$ cat config.mk
export PLATFORM = sky130hd
export DESIGN_NAME = ordered_key_value_table_flat
export DESIGN_NICKNAME = d
export VERILOG_FILES = /design/src/sv/okv_pkg.sv /design/src/sv/okv_req_if.sv /design/src/sv/okv_rsp_if.sv /design/src/sv/okv_cell.sv /design/src/sv/okv_ctrl.sv /design/src/sv/ordered_key_value_table.sv /design/src/flat_wrapper.sv
export VERILOG_INCLUDE_DIRS = /design/src /design/src/sv
export SDC_FILE = /design/constraint.sdc
export NUM_CORES = 2
export LEC_CHECK = 0
export ABC_CLOCK_PERIOD_IN_PS = 199100
export BUFFER_PORTS_ARGS = -buffer_cell sky130_fd_sc_hd__buf_2
export CAP_MARGIN = 20
export CELL_PAD_IN_SITES_DETAIL_PLACEMENT = 2
export CELL_PAD_IN_SITES_GLOBAL_PLACEMENT = 2
export CORE_MARGIN = 1.5
export CORE_UTILIZATION = 51
export CTS_CLUSTER_DIAMETER = 200
export CTS_CLUSTER_SIZE = 40
export DETAILED_ROUTE_END_ITERATION = 10
export PLACE_DENSITY_LB_ADDON = 0.1
export SYNTH_ARGS = -nofsm -noshare
export SYNTH_HDL_FRONTEND = slang
export SYNTH_SLANG_ARGS = --single-unit
$ cat constraint.sdc
create_clock -name clk -period 199.1 [get_ports clk]
set_input_delay 19.91 -clock clk [delete_from_list [all_inputs] [get_ports clk]]
set_output_delay 19.91 -clock clk [all_outputs]
set_load 0.02 [all_outputs]
$ cat src/sv/assert_macros.svh
// Assertion macros used by the RTL of this block (included by okv_ctrl).
// The clocked forms sample on clk and are disabled while arst_n is low.
`ifndef ASSERT_MACROS_SVH
`define ASSERT_MACROS_SVH
`ifndef SYNTH
`define ASSERT_CLK(label, prop, msg) \
	label: assert property (@(posedge clk) disable iff (!arst_n) (prop)) else $error(msg);
`define ASSERT_IMPLY(label, ante, cons, msg) \
	label: assert property (@(posedge clk) disable iff (!arst_n) (ante) |-> (cons)) \
		else $error(msg);
`else
`define ASSERT_CLK(label, prop, msg)
`define ASSERT_IMPLY(label, ante, cons, msg)
`endif
`endif

$ cat src/sv/okv_pkg.sv
// ----------------------------------------------------------------------------
// okv_pkg: shared types and constants of the ordered key/value table
// Sizes, operation and status codes, the stored entry type and the string
// canonicalization function.
// ----------------------------------------------------------------------------
package okv_pkg;

	localparam int DEPTH      = 64;
	localparam int NAME_BYTES = 8;
	localparam int STR_W      = 64;
	localparam int COUNT_W    = 7;
	localparam int STEP_W     = (DEPTH > 1) ? $clog2(DEPTH) : 1;
	localparam int NEXT_IDX   = (DEPTH > 1) ? 1 : 0;

	typedef enum logic [1:0] {
		OP_PUT    = 2'd0,
		OP_REMOVE = 2'd1,
		OP_DUMP   = 2'd2,
		OP_NONE   = 2'd3
	} op_t;

	typedef enum logic [2:0] {
		ST_ADDED     = 3'd0,
		ST_UPDATED   = 3'd1,
		ST_REMOVED   = 3'd2,
		ST_NOT_FOUND = 3'd3,
		ST_FULL      = 3'd4,
		ST_DUMPED    = 3'd5
	} status_t;

	typedef struct packed {
		logic [STR_W-1:0] name;
		logic [STR_W-1:0] definition;
	} entry_t;

	// Keeps the low NAME_BYTES bytes and clears everything after the first zero byte.
	function automatic logic [STR_W-1:0] canon(input logic [STR_W-1:0] v);
		logic [STR_W-1:0] r;
		logic             alive;
		r     = '0;
		alive = 1'b1;
		for (int b = 0; b < NAME_BYTES; b++) begin
			if (v[8*b +: 8] == 8'd0) begin
				alive = 1'b0;
			end
			if (alive) begin
				r[8*b +: 8] = v[8*b +: 8];
			end
		end
		return r;
	endfunction

endpackage

$ cat src/sv/okv_req_if.sv
// ----------------------------------------------------------------------------
// okv_req_if: request channel of the ordered key/value table
// One beat carries an operation code, a name and a definition.
// ----------------------------------------------------------------------------
interface okv_req_if import okv_pkg::*; ();
	logic             valid;
	logic             ready;
	logic [1:0]       operation;
	logic [STR_W-1:0] key_name;
	logic [STR_W-1:0] key_definition;

	modport source (output valid, output operation, output key_name, output key_definition,
		input ready);
	modport sink (input valid, input operation, input key_name, input key_definition,
		output ready);
endinterface

$ cat src/sv/okv_rsp_if.sv
// ----------------------------------------------------------------------------
// okv_rsp_if: result channel of the ordered key/value table
// One beat carries a status, an entry, the last flag and the entry count.
// ----------------------------------------------------------------------------
interface okv_rsp_if import okv_pkg::*; ();
	logic               valid;
	logic               ready;
	logic [2:0]         status;
	logic [STR_W-1:0]   entry_name;
	logic [STR_W-1:0]   entry_definition;
	logic               last;
	logic [COUNT_W-1:0] count;

	modport source (output valid, output status, output entry_name, output entry_definition,
		output last, output count, input ready);
	modport sink (input valid, input status, input entry_name, input entry_definition,
		input last, input count, output ready);
endinterface

$ cat src/sv/okv_cell.sv
// ----------------------------------------------------------------------------
// okv_cell: one storage cell of the rotating entry chain
// Holds one name/definition pair and loads its neighbor's pair on a shift.
// ----------------------------------------------------------------------------
module okv_cell import okv_pkg::*; (
	input  logic   clk,
	input  logic   shift,
	input  entry_t d,
	output entry_t q
);

	entry_t entry_q;

	always_ff @(posedge clk) begin
		if (shift) begin
			entry_q <= d;
		end
	end

	assign q = entry_q;

endmodule

$ cat src/sv/okv_ctrl.sv
// ----------------------------------------------------------------------------
// okv_ctrl: sequencer of the ordered key/value table
// Rotates the cell chain once around per operation, inspects the head cell,
// rewrites the tail cell and produces the result beats.
// ----------------------------------------------------------------------------
`include "assert_macros.svh"

module okv_ctrl import okv_pkg::*; (
	input  logic   clk,
	input  logic   arst_n,
	okv_req_if.sink   req,
	okv_rsp_if.source rsp,
	input  entry_t head,
	input  entry_t next,
	output logic   shift,
	output entry_t tail
);

	typedef enum logic {S_IDLE, S_RUN} state_t;

	state_t             state_q;
	op_t                op_q;
	logic [STR_W-1:0]   key_name_q;
	logic [STR_W-1:0]   key_def_q;
	logic [STEP_W-1:0]  step_q;
	logic               found_q;
	logic               added_q;
	logic [COUNT_W-1:0] count_q;

	logic               rsp_valid_q;
	status_t            rsp_status_q;
	logic [STR_W-1:0]   rsp_name_q;
	logic [STR_W-1:0]   rsp_def_q;
	logic               rsp_last_q;
	logic [COUNT_W-1:0] rsp_count_q;

	logic               accept;
	logic               out_free;
	logic               step_go;
	logic               final_step;
	logic [COUNT_W-1:0] step_ext;
	logic               in_range;
	logic               match;
	logic               append_here;
	logic               found_now;
	logic               added_now;
	logic               emit;
	status_t            emit_status;
	logic [STR_W-1:0]   emit_name;
	logic [STR_W-1:0]   emit_def;
	logic               emit_last;
	logic [COUNT_W-1:0] emit_count;
	logic [COUNT_W-1:0] count_next;

	assign req.ready = (state_q == S_IDLE);
	assign accept    = req.valid && req.ready;
	assign out_free  = !rsp_valid_q || rsp.ready;
	assign step_go   = (state_q == S_RUN) && out_free;
	assign final_step = step_go && (step_q == STEP_W'(DEPTH - 1));
	assign shift     = step_go;

	assign step_ext    = COUNT_W'(step_q);
	assign in_range    = step_ext < count_q;
	assign match       = in_range && (head.name == key_name_q) &&
		((op_q == OP_PUT) || (op_q == OP_REMOVE));
	// The first free slot comes around right after the last stored entry.
	assign append_here = (op_q == OP_PUT) && !found_q && (step_ext == count_q);
	assign found_now   = found_q || match;
	assign added_now   = added_q || append_here;

	always_comb begin
		tail = head;
		case (op_q)
			OP_PUT: begin
				if (match && !found_q) begin
					tail.definition = key_def_q;
				end else if (append_here) begin
					tail.name       = key_name_q;
					tail.definition = key_def_q;
				end
			end
			OP_REMOVE: begin
				// From the removed entry on, each slot takes its successor.
				if (found_now) begin
					tail = next;
				end
			end
			default: begin
				tail = head;
			end
		endcase
	end

	always_comb begin
		count_next = count_q;
		if (op_q == OP_PUT && added_now) begin
			count_next = count_q + COUNT_W'(1);
		end else if (op_q == OP_REMOVE && found_now) begin
			count_next = count_q - COUNT_W'(1);
		end
	end

	always_comb begin
		emit        = 1'b0;
		emit_status = ST_DUMPED;
		emit_name   = '0;
		emit_def    = '0;
		emit_last   = 1'b1;
		emit_count  = count_next;
		case (op_q)
			OP_PUT: begin
				emit        = final_step;
				emit_status = found_now ? ST_UPDATED : (added_now ? ST_ADDED : ST_FULL);
			end
			OP_REMOVE: begin
				emit        = final_step;
				emit_status = found_now ? ST_REMOVED : ST_NOT_FOUND;
			end
			OP_DUMP: begin
				emit        = step_go && in_range;
				emit_status = ST_DUMPED;
				emit_name   = head.name;
				emit_def    = head.definition;
				emit_last   = (step_ext + COUNT_W'(1)) == count_q;
			end
			default: begin
				emit = 1'b0;
			end
		endcase
	end

	always_ff @(posedge clk) begin
		if (accept) begin
			key_name_q <= canon(req.key_name);
			key_def_q  <= canon(req.key_definition);
		end
	end

	always_ff @(posedge clk or negedge arst_n) begin
		if (!arst_n) begin
			state_q      <= S_IDLE;
			op_q         <= OP_NONE;
			step_q       <= '0;
			found_q      <= 1'b0;
			added_q      <= 1'b0;
			count_q      <= '0;
			rsp_valid_q  <= 1'b0;
			rsp_status_q <= ST_DUMPED;
			rsp_name_q   <= '0;
			rsp_def_q    <= '0;
			rsp_last_q   <= 1'b0;
			rsp_count_q  <= '0;
		end else begin
			case (state_q)
				S_IDLE: begin
					if (accept) begin
						op_q    <= op_t'(req.operation);
						step_q  <= '0;
						found_q <= 1'b0;
						added_q <= 1'b0;
						if (op_t'(req.operation) != OP_NONE) begin
							state_q <= S_RUN;
						end
					end
				end
				S_RUN: begin
					if (step_go) begin
						step_q  <= step_q + STEP_W'(1);
						found_q <= found_now;
						added_q <= added_now;
						if (final_step) begin
							count_q <= count_next;
							state_q <= S_IDLE;
						end
					end
				end
				default: begin
					state_q <= S_IDLE;
				end
			endcase

			if (out_free) begin
				rsp_valid_q  <= emit;
				rsp_status_q <= emit_status;
				rsp_name_q   <= emit_name;
				rsp_def_q    <= emit_def;
				rsp_last_q   <= emit_last;
				rsp_count_q  <= emit_count;
			end
		end
	end

	assign rsp.valid            = rsp_valid_q;
	assign rsp.status           = rsp_status_q;
	assign rsp.entry_name       = rsp_name_q;
	assign rsp.entry_definition = rsp_def_q;
	assign rsp.last             = rsp_last_q;
	assign rsp.count            = rsp_count_q;

	`ASSERT_CLK(a_count_in_range, count_q <= COUNT_W'(DEPTH), "entry count exceeds depth")
	`ASSERT_IMPLY(a_count_at_end, !$stable(count_q), $past(final_step), "count moved mid-pass")
	`ASSERT_IMPLY(a_remove_nonempty, final_step && op_q == OP_REMOVE && found_now,
		count_q != '0, "remove matched in an empty table")
	`ASSERT_IMPLY(a_no_accept_busy, accept, state_q == S_IDLE && !shift, "beat taken mid-pass")

endmodule

$ cat src/sv/ordered_key_value_table.sv
// ----------------------------------------------------------------------------
// ordered_key_value_table: insertion-ordered name/definition table
// A ring of DEPTH storage cells rotated by a small sequencer.
// ----------------------------------------------------------------------------
// Every put, remove or dump is accepted and then the cell ring turns once
// around, one position per cycle while no result beat waits for the sink,
// so that each stored entry passes the head cell in order. Operation code 3
// is accepted and does nothing. A new request is taken only after the pass
// of the previous one, while its last result may still wait at the output.
// Put and remove give one status beat; a dump gives one beat per entry with
// last on the final one, and none for an empty table.

module ordered_key_value_table import okv_pkg::*; (
	input  logic      clk,
	input  logic      arst_n,
	okv_req_if.sink   req,
	okv_rsp_if.source rsp
);

	entry_t cell_d [DEPTH];
	entry_t cell_q [DEPTH];
	entry_t tail;
	logic   shift;

	for (genvar g = 0; g < DEPTH; g++) begin : g_cell
		if (g == DEPTH - 1) begin : g_tail
			assign cell_d[g] = tail;
		end else begin : g_link
			assign cell_d[g] = cell_q[g + 1];
		end
		okv_cell u_cell (
			.clk   (clk),
			.shift (shift),
			.d     (cell_d[g]),
			.q     (cell_q[g])
		);
	end

	okv_ctrl u_ctrl (
		.clk    (clk),
		.arst_n (arst_n),
		.req    (req),
		.rsp    (rsp),
		.head   (cell_q[0]),
		.next   (cell_q[NEXT_IDX]),
		.shift  (shift),
		.tail   (tail)
	);

endmodule
$ cat src/flat_wrapper.sv
// flat-port wrapper written by rule: the top's interface ports become plain ports
module ordered_key_value_table_flat import okv_pkg::*;
  (clk, arst_n, req_valid, req_operation, req_key_name, req_key_definition, req_ready, rsp_valid, rsp_status, rsp_entry_name, rsp_entry_definition, rsp_last, rsp_count, rsp_ready);
  okv_req_if req_i ();
  okv_rsp_if rsp_i ();
  input  logic clk;
  input  logic arst_n;
  input wire logic [$bits(req_i.valid)-1:0] req_valid;
  input wire logic [$bits(req_i.operation)-1:0] req_operation;
  input wire logic [$bits(req_i.key_name)-1:0] req_key_name;
  input wire logic [$bits(req_i.key_definition)-1:0] req_key_definition;
  output wire logic [$bits(req_i.ready)-1:0] req_ready;
  output wire logic [$bits(rsp_i.valid)-1:0] rsp_valid;
  output wire logic [$bits(rsp_i.status)-1:0] rsp_status;
  output wire logic [$bits(rsp_i.entry_name)-1:0] rsp_entry_name;
  output wire logic [$bits(rsp_i.entry_definition)-1:0] rsp_entry_definition;
  output wire logic [$bits(rsp_i.last)-1:0] rsp_last;
  output wire logic [$bits(rsp_i.count)-1:0] rsp_count;
  input wire logic [$bits(rsp_i.ready)-1:0] rsp_ready;
  assign req_i.valid = req_valid;
  assign req_i.operation = req_operation;
  assign req_i.key_name = req_key_name;
  assign req_i.key_definition = req_key_definition;
  assign req_ready = req_i.ready;
  assign rsp_valid = rsp_i.valid;
  assign rsp_status = rsp_i.status;
  assign rsp_entry_name = rsp_i.entry_name;
  assign rsp_entry_definition = rsp_i.entry_definition;
  assign rsp_last = rsp_i.last;
  assign rsp_count = rsp_i.count;
  assign rsp_i.ready = rsp_ready;
  ordered_key_value_table u_core (.clk(clk), .arst_n(arst_n), .req(req_i), .rsp(rsp_i));
endmodule
==> impl_metrics.json, run 1 <==
{
  "io_pins": 275,
  "synth_edf_count": 8320,
  "async_reset_ff_share_pct": 1.86,
  "tool.error": "Error: detail_place.tcl, 38 bad optional access",
  "synth_seq_cells": 8478,
  "stop_stage": "detailed placement (3_5_place_dp)",
  "syn_nets": 9816,
  "syn_avg_cell_area_um2": 27.0,
  "ys_top_cells_by_area": "edfxtp_1 96%, dfrtp_1 1.5%, a22o_1 0.43%",
  "synth_top_area_cell": "edfxtp_1",
  "yosysWarnings": 0,
  "rows": 262,
  "port_buffers": 274,
  "status": "stopped before the end",
  "synth-seq-area-share_pct": 97.2,
  "syn_inst": 9673,
  "die_width_um": 718,
  "synth_flop_cell": "edfxtp_1",
  "gp_congestion": 0.755,
  "initial_utilization_pct": 51.2,
  "die_h_um": 718,
  "synth.top_cell.area_share_pct": 95.7,
  "yosys.cell_types.count": 62,
  "syn_area_mm2": 0.261
}
==> synth_stat cells, types with 2 or more instances <==
| master | number |
|---|---|
| and3_1 | 38 |
| dfrtp_1 | 154 |
| o311ai_0 | 2 |
| inv_1 | 48 |
| nor4_1 | 40 |
| o2111ai_1 | 3 |
| a22o_1 | 128 |
| dfstp_2 | 4 |
| clkbuf_1 | 105 |
| xnor2_1 | 23 |
| a221o_1 | 64 |
| a311oi_1 | 2 |
| a2111oi_0 | 4 |
| a21boi_1 | 3 |
| o221ai_1 | 3 |
| o31ai_1 | 3 |
| a311o_1 | 2 |
| edfxtp_1 | 8320 |
| buf_2 | 17 |
| xor2_1 | 35 |
| nor2b_1 | 14 |
| nand4b_1 | 2 |
| or4_1 | 6 |
| nand4_1 | 11 |
| and4_1 | 2 |
| a21boi_0 | 4 |
| nor3b_1 | 3 |
| o22ai_1 | 66 |
| o21ai_0 | 19 |
| ha_1 | 9 |
| nor2_1 | 174 |
| a211oi_1 | 5 |
| a21oi_1 | 57 |
| buf_1 | 7 |
| and2_1 | 115 |
| nand3_1 | 58 |
| o31a_1 | 5 |
| a31oi_1 | 41 |
| nand2b_1 | 7 |
| nand2_1 | 36 |
| nor3_1 | 11 |
| a21o_1 | 3 |
==> logic make-up after synthesis <==
family | synth area share [%]
DFF | 97.2
and+or+nand+nor | 1.04
AOI/OAI and AO/OA | 1.23
buffers and inverters | 0.267
xor gates and xnor gates | 0.195
adders and majority gates | 0.0431
muxes | 0.00383
==> metrics by stage <==
step / cell area (um^2) / worst slack (ns) / hold WS, ns / cells
floorplan: 261000 / 12.28 / 0.400 / 9673
global placement: 272000 / 170.65 / 0.400 / 16700
==> run 2, diff against run 1 <==
CELL_PAD_IN_SITES_DETAIL_PLACEMENT = unset   (was 2)
CELL_PAD_IN_SITES_GLOBAL_PLACEMENT = unset   (was 2)
CORE_UTILIZATION = 40   (was 51)
CTS_CLUSTER_DIAMETER = unset   (was 200)
CTS_CLUSTER_SIZE = unset   (was 40)
PLACE_DENSITY_LB_ADDON = 0.15   (was 0.1)
==> run 2 against run 1 <==
Effect of this change: the flow now finishes without violations; synthesized cell count unchanged; synthesized area unchanged.
==> impl_metrics.json, run 2 <==
{
  "critPathMostFrequentCell": "buf_4",
  "grt_overflow_total": 0,
  "end_kind": "register",
  "synth_top_area_cell": "edfxtp_1",
  "postCtsResizedCells": 0,
  "core_region_area_mm2": 0.650,
  "synth_seq_cells": 8478,
  "antenna_found_initial": 23,
  "setup_slack_ns": 169.08,
  "syn_area_mm2": 0.261,
  "critPathMaxStageDelay_ns": 0.88,
  "finClkSkew_ns": 0.0381,
  "dieArea_mm2": 0.658,
  "ys_top_cells_by_area": "edfxtp_1 96%, dfrtp_1 1.5%, a22o_1 0.43%",
  "startpoint_type": "input port",
  "drv_slew": 0,
  "cts_root_buffer": "clkbuf_16",
  "wl_um": 388000,
  "detailed_place_hpwl_um": 190000,
  "r2r_slack_ns": 187.70,
  "holdCritPathClass": "reg2reg",
  "crit_type": "in2reg",
  "critical_path_depth": 14,
  "hold_path_depth": 0,
  "gp_congestion": 0.781,
  "synth-seq-area-share_pct": 97.2,
  "drcViolationCount": 0,
  "die_h_um": 811,
  "fin_tns_setup_ns": 0,
  "cts-htree-levels": 6,
  "synthMostInstantiatedCell": "edfxtp_1",
  "async_reset_ff_share_pct": 1.86,
  "cpMaxStageDelayCell": "buf_4",
  "syn_nets": 9816,
  "period_share_pct": 15.1,
  "hold_violations": 0,
  "num-nets-final": 10900,
  "cts_max_path_buffers": 4,
  "synth_edf_count": 8320,
  "holdWs_ns": 0.388,
  "cts.sinks": 8478,
  "leakage_uw": 0.0881,
  "fmax_ghz": 0.0333,
  "period_needed_ns": 30.02,
  "wl_per_cell_um": 19.3,
  "vias_per_cell": 4.65,
  "syn_inst": 9673,
  "cp_max_fo": 223,
  "yosysWarnings": 0,
  "die_width_um": 811,
  "cts_tree": "built",
  "maxCapViolations": 0,
  "syn_avg_cell_area_um2": 27.0,
  "insertion_delay_ns": 1.09,
  "cts_buffers": 832,
  "vias": 93600,
  "path_clk_slew_ns": 0.06,
  "arrival_ns": 30.70,
  "grtUsageTotal_pct": 11.5,
  "initial_utilization_pct": 40.2,
  "critPathBufInv": 12,
  "synth.top_cell.area_share_pct": 95.7,
  "final_common_cell": "edfxtp_1",
  "cts_setup_buffers": 0,
  "power_density_mw_per_mm2": 14.5,
  "path_delay_family": "buffers and inverters",
  "tightest_slew_ns": 1.20,
  "io_pins": 275,
  "drt.antenna.violating_nets": 0,
  "cts_hold_buf": 0,
  "layout_common_cells": "8320 x edfxtp_1, 837 x clkbuf_16, 274 x buf_2",
  "yosys.cell_types.count": 62,
  "dr.pass1.iters": 5,
  "rows": 296,
  "synth.top_cells.by_count": "8320 x edfxtp_1, 174 x nor2_1, 154 x dfrtp_1",
  "finalSetupViolCount": 0,
  "grt_pass1_vias": 92200,
  "drtIter0Drc": 9850,
  "largest_register_ff_count": 8192,
  "maxSlewHeadroom_pct": 19.8,
  "status": "completed",
  "grt_pass1_wl_um": 593000,
  "worstRegToRegCells": 13,
  "synth_flop_cell": "edfxtp_1",
  "synthToLayoutAreaGrowth_pct": 15.3,
  "crit_required_ns": 199.78,
  "vdd.ir_drop.worst_mv": 0.00942,
  "grt_max_degree": 224,
  "pre_cts_ws_ns": 167.82,
  "utilization_pct": 46.3,
  "path_cells": "buf_2 > nand2b_1 > nand2_1 > inv_8 > buf_4 > buf_4 > buf_4 > buf_4 > buf_4 > buf_12 > buf_4 > buf_4 > buf_12 > buf_12",
  "port_buffers": 274,
  "drive_gt1_share_pct": 13.7,
  "rsz0062_at_grt": "no"
}
-- run 2: cell counts after synthesis --
Identical to the previous run, type by type.
-- run 2: cell type report --
| type | count | area [um^2] |
|---|---|---|
| fill | 52600 | 349000 |
| clock buffer | 1016 | 21600 |
| timing repair buffer | 405 | 2760 |
| antenna | 10 | 25.0 |
| clock inverter | 526 | 5060 |
| tap | 8642 | 10800 |
| inverter | 49 | 199 |
| sequential | 8478 | 254000 |
| multi-input combinational | 1016 | 6660 |
-- run 2: cells by family (layout without fill, tap and decap cells) --
group	Yosys count	after routing	synth area share [%]
compound gates	424	424	1.23
xor+xnor	58	58	0.195
fa+ha+maj	9	9	0.0431
buf+inv	179	1996	0.267
flops	8478	8478	97.2
mux	1	1	0.00383
other cells	0	10	0
simple gates	524	524	1.04
-- run 2: final timing paths --
| check | start | to |
|---|---|---|
| hold / removal | u_core.g_cell[42].u_cell.q[63]$_DFFE_PP_ | u_core.g_cell[41].u_cell.q[63]$_DFFE_PP_ |
| setup / recovery | rsp_ready | u_core.g_cell[0].u_cell.q[40]$_DFFE_PP_ |
| hold reg to reg | u_core.g_cell[42].u_cell.q[63]$_DFFE_PP_ | u_core.g_cell[41].u_cell.q[63]$_DFFE_PP_ |
| setup reg to reg | u_core.u_ctrl.rsp.valid$_DFFE_PN0N_ | u_core.g_cell[0].u_cell.q[40]$_DFFE_PP_ |
| max in group asynchronous | arst_n | u_core.u_ctrl.op_q[0]$_DFFE_PN1P_ |
| min in group asynchronous | arst_n | u_core.u_ctrl.rsp.entry_definition[43]$_DFFE_PN0N_ |
-- run 2: stage by stage --
step                      cell area, um^2  std cells  power [uW]
final                              301000      20100        4360
after global routing               301000      20100        4560
after CTS                          301000      20100        4440
after detailed placement           274000      18600        2880
after global placement             274000      18600        2870
after floorplan                    261000       9673        6500
-- run 2: where the power goes --
| part | switching (uW) | total [uW] | internal, uW |
|---|---|---|---|
| logic | 241 | 278 | 37.3 |
| clock network | 649 | 1520 | 869 |
| registers | 103 | 2570 | 2460 |
-- run 2: routing by layer --
metal	GRT usage (%)	up-vias	wire, um	share of wire [%]
li1	-	41600	-	-
met1	18.9	49100	199000	51
met2	15.0	2096	158000	41
met5	0	-	0	0
met4	3.62	0	10700	2.8
met3	2.38	807	20600	5.3
Note: power is estimated with default switching activity, not from simulation.
